`src/hw/rtl/clt_pkg.sv`:
```
`default_nettype none

package clt_pkg;

  localparam int LineLength = 20;
  localparam int RowCount   = 4;
  localparam int CellCount  = LineLength * RowCount;

  localparam int AddrW   = $clog2(CellCount);
  localparam int CursorW = $clog2(CellCount + 1);
  localparam int ColW    = $clog2(LineLength);

  localparam logic [7:0] SpaceCode   = 8'h20;
  localparam logic [7:0] NewlineCode = 8'h0A;

  localparam logic FuncPut  = 1'b0;
  localparam logic FuncRead = 1'b1;

  // cursor values at the row boundaries
  localparam logic [CursorW-1:0] CurRow1 = CursorW'(LineLength);
  localparam logic [CursorW-1:0] CurRow2 = CursorW'(2 * LineLength);
  localparam logic [CursorW-1:0] CurRow3 = CursorW'(3 * LineLength);
  localparam logic [CursorW-1:0] CurEnd  = CursorW'(CellCount);

  localparam logic [AddrW-1:0] AddrRow0 = AddrW'(0);
  localparam logic [AddrW-1:0] AddrRow1 = AddrW'(LineLength);
  localparam logic [AddrW-1:0] AddrRow2 = AddrW'(2 * LineLength);
  localparam logic [AddrW-1:0] AddrRow3 = AddrW'(3 * LineLength);

  localparam logic [ColW-1:0] ColLast = ColW'(LineLength - 1);

  // scroll copy phases, in the order they must run
  typedef enum logic [1:0] {
    PhRow2To0 = 2'd0,
    PhRow1To2 = 2'd1,
    PhRow3To1 = 2'd2
  } copy_phase_e;

  typedef struct packed {
    logic accept;
    logic copy_rd;
    logic copy_wr;
    logic fill;
    logic load_out;
  } clt_cmd_t;

  typedef struct packed {
    logic is_read;
    logic put_scroll;
    logic seg_last;
    logic phase_last;
  } clt_status_t;

endpackage

`default_nettype wire

```
`src/hw/rtl/clt_in_if.sv`:
```
`default_nettype none

interface clt_in_if;
  logic       valid;
  logic       ready;
  logic       func;
  logic [7:0] char_code;
  logic [6:0] cell_index;

  modport source (output valid, output func, output char_code, output cell_index,
                  input ready);
  modport sink (input valid, input func, input char_code, input cell_index,
                output ready);
endinterface

`default_nettype wire

```
`src/hw/rtl/clt_out_if.sv`:
```
`default_nettype none

interface clt_out_if;
  logic       valid;
  logic       ready;
  logic [7:0] read_data;
  logic [6:0] cursor_pos;
  logic       scrolled;

  modport source (output valid, output read_data, output cursor_pos, output scrolled,
                  input ready);
  modport sink (input valid, input read_data, input cursor_pos, input scrolled,
                output ready);
endinterface

`default_nettype wire

```
`src/hw/rtl/clt_ctrl.sv`:
```
`default_nettype none

module clt_ctrl (
  input  logic                 clk_i,
  input  logic                 rst_ni,
  input  logic                 in_valid_i,
  output logic                 in_ready_o,
  output logic                 out_valid_o,
  input  logic                 out_ready_i,
  input  clt_pkg::clt_status_t status_i,
  output clt_pkg::clt_cmd_t    cmd_o
);
  import clt_pkg::*;

  typedef enum logic [4:0] {
    StIdle   = 5'b00001,
    StCopyRd = 5'b00010,
    StCopyWr = 5'b00100,
    StFill   = 5'b01000,
    StDone   = 5'b10000
  } state_e;

  state_e state_q, state_d;
  logic   out_valid_q, out_valid_d;

  assign in_ready_o  = (state_q == StIdle);
  assign out_valid_o = out_valid_q;

  always_comb begin
    state_d = state_q;
    cmd_o   = '0;
    unique case (state_q)
      StIdle: begin
        if (in_valid_i) begin
          cmd_o.accept = 1'b1;
          if (!status_i.is_read && status_i.put_scroll) begin
            state_d = StCopyRd;
          end else begin
            state_d = StDone;
          end
        end
      end
      StCopyRd: begin
        cmd_o.copy_rd = 1'b1;
        state_d       = StCopyWr;
      end
      StCopyWr: begin
        cmd_o.copy_wr = 1'b1;
        if (status_i.seg_last && status_i.phase_last) begin
          state_d = StFill;
        end else begin
          state_d = StCopyRd;
        end
      end
      StFill: begin
        cmd_o.fill = 1'b1;
        if (status_i.seg_last) begin
          state_d = StDone;
        end
      end
      StDone: begin
        // hold here while the previous result still sits in the output register
        if (!out_valid_q || out_ready_i) begin
          cmd_o.load_out = 1'b1;
          state_d        = StIdle;
        end
      end
      default: state_d = StIdle;
    endcase
  end

  always_comb begin
    out_valid_d = out_valid_q;
    if (cmd_o.load_out) begin
      out_valid_d = 1'b1;
    end else if (out_ready_i) begin
      out_valid_d = 1'b0;
    end
  end

  always_ff @(posedge clk_i or negedge rst_ni) begin
    if (!rst_ni) begin
      state_q     <= StIdle;
      out_valid_q <= 1'b0;
    end else begin
      state_q     <= state_d;
      out_valid_q <= out_valid_d;
    end
  end

endmodule

`default_nettype wire

```
`src/hw/rtl/clt_datapath.sv`:
```
`default_nettype none

module clt_datapath (
  input  logic                 clk_i,
  input  logic                 rst_ni,
  input  clt_pkg::clt_cmd_t    cmd_i,
  output clt_pkg::clt_status_t status_o,
  input  logic                 func_i,
  input  logic [7:0]           char_code_i,
  input  logic [6:0]           cell_index_i,
  output logic [7:0]           read_data_o,
  output logic [6:0]           cursor_pos_o,
  output logic                 scrolled_o
);
  import clt_pkg::*;

  // architectural state
  logic [CursorW-1:0] cursor_q;
  logic [ColW-1:0]    col_q;       // cursor_q modulo the line length
  logic [7:0]         prev_q;
  logic               vld_q [CellCount];

  // scroll sequencing
  copy_phase_e        phase_q;
  logic [ColW-1:0]    j_q;
  logic               pend_print_q;
  logic [7:0]         pend_ch_q;

  logic               scr_q;
  logic               rd_ok_q;

  // buffer memory and its read register
  logic [7:0]         mem [CellCount];
  logic [7:0]         rd_data_q;
  logic               rd_vld_q;

  logic [7:0]         out_data_q;
  logic [6:0]         out_cursor_q;
  logic               out_scr_q;

  logic               is_read, in_range, drop;
  logic               at_row1, at_row2, at_row3, at_end, remap;
  logic               is_nl, is_print, wr_ok, put_scroll;
  logic [CursorW-1:0] c1, c2, c3;
  logic [ColW-1:0]    col1, col2, col3;
  logic [AddrW-1:0]   src_base, dst_base, jx;
  logic               we, re;
  logic [AddrW-1:0]   waddr, raddr;
  logic [7:0]         wdata, cell_data;
  copy_phase_e        phase_next;

  assign is_read  = (func_i == FuncRead);
  assign in_range = 32'(cell_index_i) < CellCount;
  // a space at the start of a row is dropped unless it follows a space
  assign drop     = (col_q == '0) && (prev_q != SpaceCode) && (char_code_i == SpaceCode);

  assign at_row1 = (cursor_q == CurRow1);
  assign at_row2 = (cursor_q == CurRow2);
  assign at_row3 = (cursor_q == CurRow3);
  assign at_end  = (cursor_q >= CurEnd);
  assign remap   = at_row1 | at_row2 | at_row3 | at_end;

  // memory rows fill in the order 0, 2, 1, 3
  always_comb begin
    if (at_row1) begin
      c1 = CurRow2;
    end else if (at_row3) begin
      c1 = CurRow1;
    end else if (at_row2 || at_end) begin
      c1 = CurRow3;
    end else begin
      c1 = cursor_q;
    end
  end

  assign col1     = remap ? '0 : col_q;
  assign is_nl    = (char_code_i == NewlineCode);
  assign is_print = !char_code_i[7] && (char_code_i[6:5] != 2'b00);

  assign c2    = is_nl ? c1 + CurRow1 - CursorW'(col1) : c1;
  assign col2  = is_nl ? '0 : col1;
  assign wr_ok = is_print && (c2 < CurEnd);
  assign c3    = wr_ok ? c2 + CursorW'(1) : c2;
  assign col3  = !wr_ok ? col2 : ((col2 == ColLast) ? '0 : col2 + ColW'(1));

  assign put_scroll = !is_read && !drop && at_end;

  assign status_o.is_read    = is_read;
  assign status_o.put_scroll = put_scroll;
  assign status_o.seg_last   = (j_q == ColLast);
  assign status_o.phase_last = (phase_q == PhRow3To1);

  always_comb begin
    src_base   = AddrRow2;
    dst_base   = AddrRow0;
    phase_next = PhRow2To0;
    unique case (phase_q)
      PhRow2To0: begin
        src_base   = AddrRow2;
        dst_base   = AddrRow0;
        phase_next = PhRow1To2;
      end
      PhRow1To2: begin
        src_base   = AddrRow1;
        dst_base   = AddrRow2;
        phase_next = PhRow3To1;
      end
      PhRow3To1: begin
        src_base   = AddrRow3;
        dst_base   = AddrRow1;
        phase_next = PhRow2To0;
      end
      default: begin
        src_base   = AddrRow2;
        dst_base   = AddrRow0;
        phase_next = PhRow2To0;
      end
    endcase
  end

  assign jx        = AddrW'(j_q);
  assign cell_data = rd_vld_q ? rd_data_q : SpaceCode;

  always_comb begin
    we    = 1'b0;
    waddr = '0;
    wdata = '0;
    if (cmd_i.accept && !is_read && !drop && wr_ok && !at_end) begin
      we    = 1'b1;
      waddr = AddrW'(c2);
      wdata = char_code_i;
    end else if (cmd_i.copy_wr) begin
      we    = 1'b1;
      waddr = dst_base + jx;
      wdata = cell_data;
    end else if (cmd_i.fill) begin
      // a printable byte that caused the scroll lands at the head of the new row
      we    = 1'b1;
      waddr = AddrRow3 + jx;
      wdata = ((j_q == '0) && pend_print_q) ? pend_ch_q : SpaceCode;
    end
  end

  assign re    = (cmd_i.accept && is_read && in_range) || cmd_i.copy_rd;
  assign raddr = cmd_i.accept ? AddrW'(cell_index_i) : src_base + jx;

  always_ff @(posedge clk_i) begin
    if (we) begin
      mem[waddr] <= wdata;
    end
    if (re) begin
      rd_data_q <= mem[raddr];
      rd_vld_q  <= vld_q[raddr];
    end
  end

  always_ff @(posedge clk_i or negedge rst_ni) begin
    if (!rst_ni) begin
      for (int i = 0; i < CellCount; i++) begin
        vld_q[i] <= 1'b0;
      end
    end else if (we) begin
      vld_q[waddr] <= 1'b1;
    end
  end

  always_ff @(posedge clk_i or negedge rst_ni) begin
    if (!rst_ni) begin
      cursor_q     <= '0;
      col_q        <= '0;
      prev_q       <= '0;
      phase_q      <= PhRow2To0;
      j_q          <= '0;
      pend_print_q <= 1'b0;
      scr_q        <= 1'b0;
      rd_ok_q      <= 1'b0;
    end else begin
      if (cmd_i.accept) begin
        rd_ok_q <= is_read && in_range;
        scr_q   <= put_scroll;
        if (!is_read) begin
          prev_q       <= char_code_i;
          pend_print_q <= is_print;
          if (!drop) begin
            cursor_q <= c3;
            col_q    <= col3;
          end
        end
      end
      if (cmd_i.copy_wr) begin
        if (j_q == ColLast) begin
          j_q     <= '0;
          phase_q <= phase_next;
        end else begin
          j_q <= j_q + ColW'(1);
        end
      end
      if (cmd_i.fill) begin
        if (j_q == ColLast) begin
          j_q     <= '0;
          phase_q <= PhRow2To0;
        end else begin
          j_q <= j_q + ColW'(1);
        end
      end
    end
  end

  always_ff @(posedge clk_i) begin
    if (cmd_i.accept && !is_read) begin
      pend_ch_q <= char_code_i;
    end
    if (cmd_i.load_out) begin
      out_data_q   <= rd_ok_q ? cell_data : 8'h00;
      out_cursor_q <= 7'(cursor_q);
      out_scr_q    <= scr_q;
    end
  end

  assign read_data_o  = out_data_q;
  assign cursor_pos_o = out_cursor_q;
  assign scrolled_o   = out_scr_q;

endmodule

`default_nettype wire

```
`src/hw/rtl/char_lcd_text_terminal_core.sv`:
```
`default_nettype none

// channel  dir  fields                              accepted when
// in_i     in   func, char_code[7:0], cell_index[6:0]  valid && ready
// out_o    out  read_data[7:0], cursor_pos[6:0], scrolled  valid && ready
//
// Read or plain put: accept, then the done state loads the output register; in_i.ready
// stays low until that load. Scrolling put: each cell of three rows is copied by a read
// state and a write state, then each cell of the bottom row is cleared before the load.
// Reset: the buffer reads as spaces through per-cell valid flops; no clearing pass.
// in_i.ready stays high while a result waits; the next result then holds in the
// controller until the output register frees.

module char_lcd_text_terminal_core (
  input  logic       clk_i,
  input  logic       rst_ni,
  clt_in_if.sink     in_i,
  clt_out_if.source  out_o
);
  import clt_pkg::*;

  clt_cmd_t    cmd;
  clt_status_t status;

  clt_ctrl u_ctrl (
    .clk_i       (clk_i),
    .rst_ni      (rst_ni),
    .in_valid_i  (in_i.valid),
    .in_ready_o  (in_i.ready),
    .out_valid_o (out_o.valid),
    .out_ready_i (out_o.ready),
    .status_i    (status),
    .cmd_o       (cmd)
  );

  clt_datapath u_datapath (
    .clk_i        (clk_i),
    .rst_ni       (rst_ni),
    .cmd_i        (cmd),
    .status_o     (status),
    .func_i       (in_i.func),
    .char_code_i  (in_i.char_code),
    .cell_index_i (in_i.cell_index),
    .read_data_o  (out_o.read_data),
    .cursor_pos_o (out_o.cursor_pos),
    .scrolled_o   (out_o.scrolled)
  );

endmodule

`default_nettype wire

```
`src/flat_wrapper.sv`:
```
// flat-port wrapper written by rule: the top's interface ports become plain ports
module char_lcd_text_terminal_core_flat import clt_pkg::*;
  (clk_i, rst_ni, in_i_valid, in_i_func, in_i_char_code, in_i_cell_index, in_i_ready, out_o_valid, out_o_read_data, out_o_cursor_pos, out_o_scrolled, out_o_ready);
  clt_in_if in_i_i ();
  clt_out_if out_o_i ();
  input  logic clk_i;
  input  logic rst_ni;
  input wire logic [$bits(in_i_i.valid)-1:0] in_i_valid;
  input wire logic [$bits(in_i_i.func)-1:0] in_i_func;
  input wire logic [$bits(in_i_i.char_code)-1:0] in_i_char_code;
  input wire logic [$bits(in_i_i.cell_index)-1:0] in_i_cell_index;
  output wire logic [$bits(in_i_i.ready)-1:0] in_i_ready;
  output wire logic [$bits(out_o_i.valid)-1:0] out_o_valid;
  output wire logic [$bits(out_o_i.read_data)-1:0] out_o_read_data;
  output wire logic [$bits(out_o_i.cursor_pos)-1:0] out_o_cursor_pos;
  output wire logic [$bits(out_o_i.scrolled)-1:0] out_o_scrolled;
  input wire logic [$bits(out_o_i.ready)-1:0] out_o_ready;
  assign in_i_i.valid = in_i_valid;
  assign in_i_i.func = in_i_func;
  assign in_i_i.char_code = in_i_char_code;
  assign in_i_i.cell_index = in_i_cell_index;
  assign in_i_ready = in_i_i.ready;
  assign out_o_valid = out_o_i.valid;
  assign out_o_read_data = out_o_i.read_data;
  assign out_o_cursor_pos = out_o_i.cursor_pos;
  assign out_o_scrolled = out_o_i.scrolled;
  assign out_o_i.ready = out_o_ready;
  char_lcd_text_terminal_core u_core (.clk_i(clk_i), .rst_ni(rst_ni), .in_i(in_i_i), .out_o(out_o_i));
endmodule
```
`config.mk`:
```
export PLATFORM = sky130hd
export DESIGN_NAME = char_lcd_text_terminal_core_flat
export DESIGN_NICKNAME = d
export VERILOG_FILES = /design/src/hw/rtl/clt_pkg.sv /design/src/hw/rtl/clt_in_if.sv /design/src/hw/rtl/clt_out_if.sv /design/src/hw/rtl/clt_ctrl.sv /design/src/hw/rtl/clt_datapath.sv /design/src/hw/rtl/char_lcd_text_terminal_core.sv /design/src/flat_wrapper.sv
export SDC_FILE = /design/constraint.sdc
export NUM_CORES = 1
export LEC_CHECK = 0
export BUFFER_PORTS_ARGS = -buffer_cell sky130_fd_sc_hd__buf_2
export CELL_PAD_IN_SITES_DETAIL_PLACEMENT = 0
export CELL_PAD_IN_SITES_GLOBAL_PLACEMENT = 1
export CORE_UTILIZATION = 30
export CTS_BUF_LIST = sky130_fd_sc_hd__clkbuf_8 sky130_fd_sc_hd__clkbuf_16
export CTS_CLUSTER_DIAMETER = 120
export CTS_CLUSTER_SIZE = 25
export DETAILED_ROUTE_END_ITERATION = 8
export PLACE_DENSITY = 0.52
export SYNTH_ARGS = -nofsm -noshare
export SYNTH_HDL_FRONTEND = slang
export SYNTH_SLANG_ARGS = --single-unit
```
`constraint.sdc`:
```
create_clock -name clk_i -period 5.1 [get_ports clk_i]
set_input_delay 1.02 -clock clk_i [delete_from_list [all_inputs] [get_ports clk_i]]
set_output_delay 1.02 -clock clk_i [all_outputs]
set_load 0.05 [all_outputs]
```
* Word level (Yosys, flattened, before mapping)
Memories as Yosys holds them, arrays and structs flattened. A register that Yosys moved wholly into a read port is not among the register bits.
Index checks and enable logic that the tools add are counted.
** Storage, ports and cells
- Bits in registers :: 141
- Memory bits (writable) :: 640
- Bits of input ports :: 20
- Output and inout bits :: 18
- Memories kept :: 1
** Cells by class
- $add $sub $neg :: 8
- Order comparisons :: 6
- Equal/unequal tests :: 18
- Mux-type cells :: 53
- Bitwise operators :: 8
- Reductions and logical operators :: 34
** Memories
- u_core.u_datapath.mem :: depth 80, width 8, rd ports 1, clocked after Yosys merged registers in 1, write ports 1, RTL line clt_datapath.sv:33 : logic [7:0] mem [CellCount];
** Operators with widths (number)
- $or 80x80->80 :: 1
- $mux 7 :: 9
- $mux 5 :: 11
- $mux 8 :: 5
- $pmux 5 s5 :: 1
- $pmux 6 s2 :: 2
- $logic_and 1x1->1 :: 17
- $mux 1 :: 17
- $ge 8x8->1 const B :: 2
- $not 7->8 :: 2
- $eq 5x5->1 const B :: 3
- $add 7x5->7 :: 2
- $eq 7x6->1 const B :: 2
- $lt 7x7->1 const B :: 2
- $add 5x1->5 const B :: 2
- $logic_not 5->1 :: 2
- $eq 8x4->1 const B :: 1
- $eq 8x6->1 const B :: 1
- $lt 8x1->1 const B :: 1
- $mux 2 :: 4
- $ne 8x6->1 const B :: 1
- $add 6x5->7 const A :: 1
- $add 7x1->7 const B :: 1
- $add 7x5->7 const B :: 1
- 22 further kinds :: 36

* Longest topological paths before layout
- Depth after elaboration :: 19
- Gate-level depth with buffers :: 21

* Modules after synthesis
Synthesis repeated with hierarchy kept, for this count alone.
** Unflattened totals
- Cells, all modules :: 2292
- Area total of the unflattened synthesis :: 33286.9 µm²
** By module, submodules not included
- clt_datapath :: instances 1, cells an instance 2255, area an instance 32936.6 µm²
- clt_ctrl :: instances 1, cells an instance 37, area an instance 350.3 µm²

* Least setup slack after synthesis
OpenSTA, ideal clock, no wires.
- Path type :: flip-flop to flip-flop
- Start point :: reg u_core.u_datapath.cursor_q[0]
- End point :: mem u_core.u_datapath.mem[26][0] (enable)
- Arrival :: 4.482 ns
- Required time :: 4.717 ns
- Setup slack :: 0.235 ns
- Cell stages (with the launch flop) :: 21
- Buffers on the path :: 4
- Clock period less this slack :: 4.865 ns
- Cell sequence :: dfrtp_1 -> buf_2 -> or4b_1 -> o21ai_0 -> a22oi_1 -> clkbuf_1 -> and2_1 -> ha_1 -> ha_1 -> inv_1 -> fa_1 -> nor2b_1 -> o21ai_0 -> a21boi_0 -> o21ai_0 -> nand2_1 -> a31oi_1 -> or3_1 -> buf_2 -> buf_2 -> nor3_1
** Between the ends
- Longest elaborated chain between the ends :: 15
- Elaborated cells between the ends (all ways) :: 24
- Those cells by class :: add/sub (2); order compare (2); eq/ne (3); mux (9); bitwise (3); reduce/logical (5)
** Ends and longest elaborated chain
- from (decl) :: RTL line clt_datapath.sv:18 : logic [CursorW-1:0] cursor_q;
- from (signal assigned) :: RTL line clt_datapath.sv:169 : cursor_q <= '0;
- from (signal assigned) :: RTL line clt_datapath.sv:185 : cursor_q <= c3;
- $ge 7x7->1 / $eq 7x6->1 (equally long branches) :: RTL line clt_datapath.sv:60, clt_datapath.sv:58
- $logic_or 1x1->1 :: RTL line clt_datapath.sv:69 : end else if (at_row2 || at_end) begin
- $mux 7 :: RTL line clt_datapath.sv:69
- $mux 7 :: RTL line clt_datapath.sv:67 : end else if (at_row3) begin
- $mux 7 :: RTL line clt_datapath.sv:65 : if (at_row1) begin
- $add 7x5->7 :: RTL line clt_datapath.sv:80 : assign c2 = is_nl ? c1 + CurRow1 - CursorW'(col1) : c1;
- $sub 7x5->7 :: RTL line clt_datapath.sv:80
- $mux 7 :: RTL line clt_datapath.sv:80
- $lt 7x7->1 :: RTL line clt_datapath.sv:82 : assign wr_ok = is_print && (c2 < CurEnd);
- $logic_and 1x1->1 :: RTL line clt_datapath.sv:82
- $logic_and 1x1->1 (2 in a row) :: RTL line clt_datapath.sv:128 : if (cmd_i.accept && !is_read && !drop && wr_ok && !at_end) begin
- $mux 1 :: RTL line clt_datapath.sv:128
- $mux 1 :: RTL line clt_datapath.sv:148 : if (we) begin
- $mux 1 (implied by the code) :: RTL line clt_datapath.sv:149 : mem[waddr] <= wdata;
- to (decl) :: RTL line clt_datapath.sv:33
Several ways; a longest one is shown, not always the timed one.

* Final worst setup path
- Start point :: reg u_core.u_datapath.cursor_q[0]
- End point :: mem u_core.u_datapath.mem[30][7] (enable)
Same word-level chain as after synthesis.

==> summary.md <==
| Metric | Value |
|---|---|
| Die Width | `335 µm` |
| Register area share after synthesis | `69.5%` |
| FF-to-FF path depth | `19` |
| TritonCTS Buffers | `38` |
| Grt ovf | `0` |
| Drt wl/cell | `26.5 µm` |
| FFs w/ async S/R, synth | `14.7%` |
| Util after Layout | `34.6%` |
| Setup Crit Path Kind | `reg -> reg` |
| DRC viols | `0` |
| CTS tree | `built` |
| Fin. Hold Viols | `0` |
| Syn Nets | `2,152` |
| Synth Instances | `2,101` |
| Post-route ant nets | `0` |
| R2r startpoint | `u_core.u_datapath.cursor_q[0]` |
| Crit. End Element | `flop` |
| Post-placement cell area | `36,700 µm²` |
| Drt pass-1 iters | `7` |
| Final setup violating endpoints | `0` |
| Finished Layout Cells | `3,799` |
| Die area | `112,000 µm²` |
| I/O Pins | `38` |
| Worst path cell trace | `or4b_1 > o21ai_1 > a22oi_2 > and2_1 > ha_1 > ha_1 > inv_1 > fa_1 > nor2b_1 > o21ai_1 > a21boi_1 > o21ai_0 > nand2_1 > a31oi_1 > or3_2 > buf_12 > buf_4 > nor3_1 > buf_4` |
| Fmax | `210 MHz` |
| Clock transition at path regs | `0.10 ns` |
| Yosys cell types | `91` |
| Vias | `19,400` |
| H-tree Lvls | `2` |
| Fill cell count | `10,500` |
| Syn Area/Cell | `15.8 µm²` |
| Ratio of cells with drive above 1 in the final layout | `22.8%` |
| HP Class | `in -> async` |
| Clock Tree Root | `clkbuf_16` |
| Slowest CP cell | `or4b_1` |
| Period minus WS final | `4.76 ns` |
| Yosys reg bits | `789` |
| Pwr dens | `332 nW/µm²` |
| Final Wtd Congestion | `0.875` |
| Max Cap Viol | `0` |
| Initial antenna violation count | `3` |
| First-pass GRT wire length | `145,000 µm` |
| Top FF cell, synth | `edfxtp_1` |
| Nets@finish | `2,341` |
| Post-Synthesis Cell Area | `33,300 µm²` |
| Crit path max fanout | `27` |
| Post-detail-place hpwl | `69,500 µm` |
| Fin area | `37,900 µm²` |
| Clk Latency, worst-skew pair | `0.64 ns` |
| Vias per inst | `5.12` |
| Largest net degree at the start of global routing | `81` |
| Routed length on met1 | `45,700 µm` |
| Ys Warns | `0` |
| Final Cycle Share | `93.3%` |
| P_leak | `0.0130 µW` |
| WL met3 | `5740 µm` |
| WP data arrival | `5.10 ns` |
| Worst Path Required | `5.44 ns` |
| Die Y | `335 µm` |
| GR Util All Layers | `17.9%` |
| Core area | `109,000 µm²` |
| Layout area overhead | `13.8%` |
| DP Cell Count | `3,725` |
| CTS Sinks | `789` |
| Slew @ Worst Pin | `1.18 ns` |
| Std-Cell Rows | `121` |
| Reg2reg end | `u_core.u_datapath.mem[30][7]` |
| Dpl ws | `0.106 ns` |
| Max-Slew Margin vs Limit | `21.1%` |
| Detailed Route WL | `101,000 µm` |
| EDFF count, synth | `673` |
| Final slew viol count | `0` |
| DR top layer | `met5` |
| Worst vdd ir | `0.191 mV` |
| DR WL met2 | `46,900 µm` |
| Setup WS post-layout | `0.342 ns` |
| Crit start category | `flop` |
| Longest Clk Path Bufs | `3` |
| Worst Clk Skew | `0.0371 ns` |
| I/O Buffers | `37` |
| Worst stage delay on the critical path | `0.58 ns` |
| Starting Density | `30.4%` |
| Number of global-route vias before repair | `19,700` |
| Status | `complete, no violations` |
| Worst R2R Setup Slack | `0.34 ns` |
| Initial DRC Count | `1,872` |
-- logic make-up (layout without fill, tap and decap cells) --
| logic type | count (synthesis) | after routing | synth area share, % |
|---|---|---|---|
| flops | 789 | 789 | 69.5 |
| simple gates | 539 | 539 | 7.97 |
| compound gates | 354 | 354 | 7.87 |
| mux | 219 | 219 | 10.9 |
| buf+inv | 157 | 376 | 2.24 |
| fa+ha+maj | 31 | 31 | 1.23 |
| xor+xnor | 12 | 12 | 0.316 |
| other cells | 0 | 3 | 0 |
-- metal layers --
metal	global-route usage, %	vias to the layer above
met1	25.3	10200
met5	0	-
met4	4.70	4
li1	-	8601
met3	2.94	98
met2	28.5	538
-- where the power goes --
group          switching (µW)  internal (µW)
registers                80.2           7070
clock network            2100           1420
logic                    1170            713
-- sequential cells by signal (all words and copies together) (netlist names), 2 cells and up --
name / cells
u_core.u_datapath.mem: 640
u_core.u_ctrl.state_q: 5
u_core.u_datapath.col_q: 5
u_core.u_datapath.prev_q: 8
u_core.u_datapath.cursor_q: 7
u_core.u_datapath.j_q: 5
u_core.u_datapath.read_data_o: 8
u_core.u_datapath.rd_data_q: 8
u_core.u_datapath.pend_ch_q: 8
u_core.u_datapath.phase_q: 2
u_core.u_datapath.cursor_pos_o: 7
u_core.u_datapath.vld_q: 80
-- placed cells by master, fill, tap and decap left out, drive strengths merged, types with 22 or more instances in the layout --
| master | instances |
|---|---|
| a21oi | 41 |
| a31oi | 22 |
| and3 | 24 |
| buf | 262 |
| clkbuf | 39 |
| dfrtp | 115 |
| edfxtp | 673 |
| ha | 28 |
| inv | 74 |
| mux2 | 34 |
| mux2i | 74 |
| mux4 | 111 |
| nand2 | 191 |
| nand3 | 56 |
| nor2 | 113 |
| nor3 | 48 |
| o21ai | 44 |
| o21bai | 43 |
| o22ai | 30 |
| or2 | 25 |
-- critical path, delay by kind of cell, from the launching register on --
kind / cells / cell delay [ns]
and+or+nand+nor: 6 / 1.75
adders and majority gates: 3 / 0.83
AOI/OAI and AO/OA: 6 / 0.76
buffers and inverters: 4 / 0.67
DFF: 1 / 0.43
-- what timing repair did --
action	4_1_cts	5_1_grt
setup endpoints to repair	0	378
gates resized for setup	0	19
hold buffers	0	0
setup buffers	0	1
-- cell usage after synthesis (all sizes together), types with 24 or more instances --
master	number	share of area, %
o21bai	43	0.97
nand3	56	0.89
clkbuf	41	0.46
edfxtp	673	61
buf	72	1.3
or2	25	0.47
mux2	34	1.2
dfrtp	115	8.6
mux2i	74	2.2
o21ai	44	0.72
ha	28	1.1
nand2	191	2.2
o22ai	30	0.56
nor2	113	1.3
and3	24	0.45
mux4	111	7.5
a21oi	41	0.63
inv	44	0.50
nor3	48	0.86
-- area by class of cell --
class	instances	area, µm²	area share [%]
flip-flops and latches	789	23100	61.1
multi-input cells	1155	9540	25.2
repair buffers	262	2050	5.41
well taps	1476	1850	4.88
clock buffers	39	965	2.55
clock inverters	31	169	0.446
inverters	44	165	0.436
diodes	3	7.51	0.0198
-- how the worst max path moves through the flow --
| stage | from | slack (ns) | end | cells after the start |
|---|---|---|---|---|
| after CTS | u_core.u_datapath.cursor_q[0] | 0.06 | u_core.u_datapath.mem[36][1] | 17 |
| after global routing | u_core.u_datapath.cursor_q[0] | -0.03 | u_core.u_datapath.mem[2][4] | 19 |
| after floorplan | u_core.u_datapath.cursor_q[0] | 0.24 | u_core.u_datapath.mem[26][0] | 20 |
| after global placement | u_core.u_datapath.cursor_q[0] | 0.13 | u_core.u_datapath.mem[36][1] | 17 |
| after detailed placement | u_core.u_datapath.cursor_q[0] | 0.11 | u_core.u_datapath.mem[36][1] | 17 |
| final | u_core.u_datapath.cursor_q[0] | 0.34 | u_core.u_datapath.mem[30][7] | 19 |
-- per-stage QoR --
| stage | power, µW | hold slack, ns | TNS, ns |
|---|---|---|---|
| 2_1_floorplan | 8420 | 0.420 | 0 |
| 3_3_place_gp | 9170 | 0.439 | 0 |
| 3_5_place_dp | 9160 | 0.443 | 0 |
| 4_1_cts | 12700 | 0.321 | 0 |
| 5_1_grt | 13000 | 0.342 | -0.164 |
| 6_report | 12600 | 0.322 | 0 |
(Power assumes the default switching activity.)
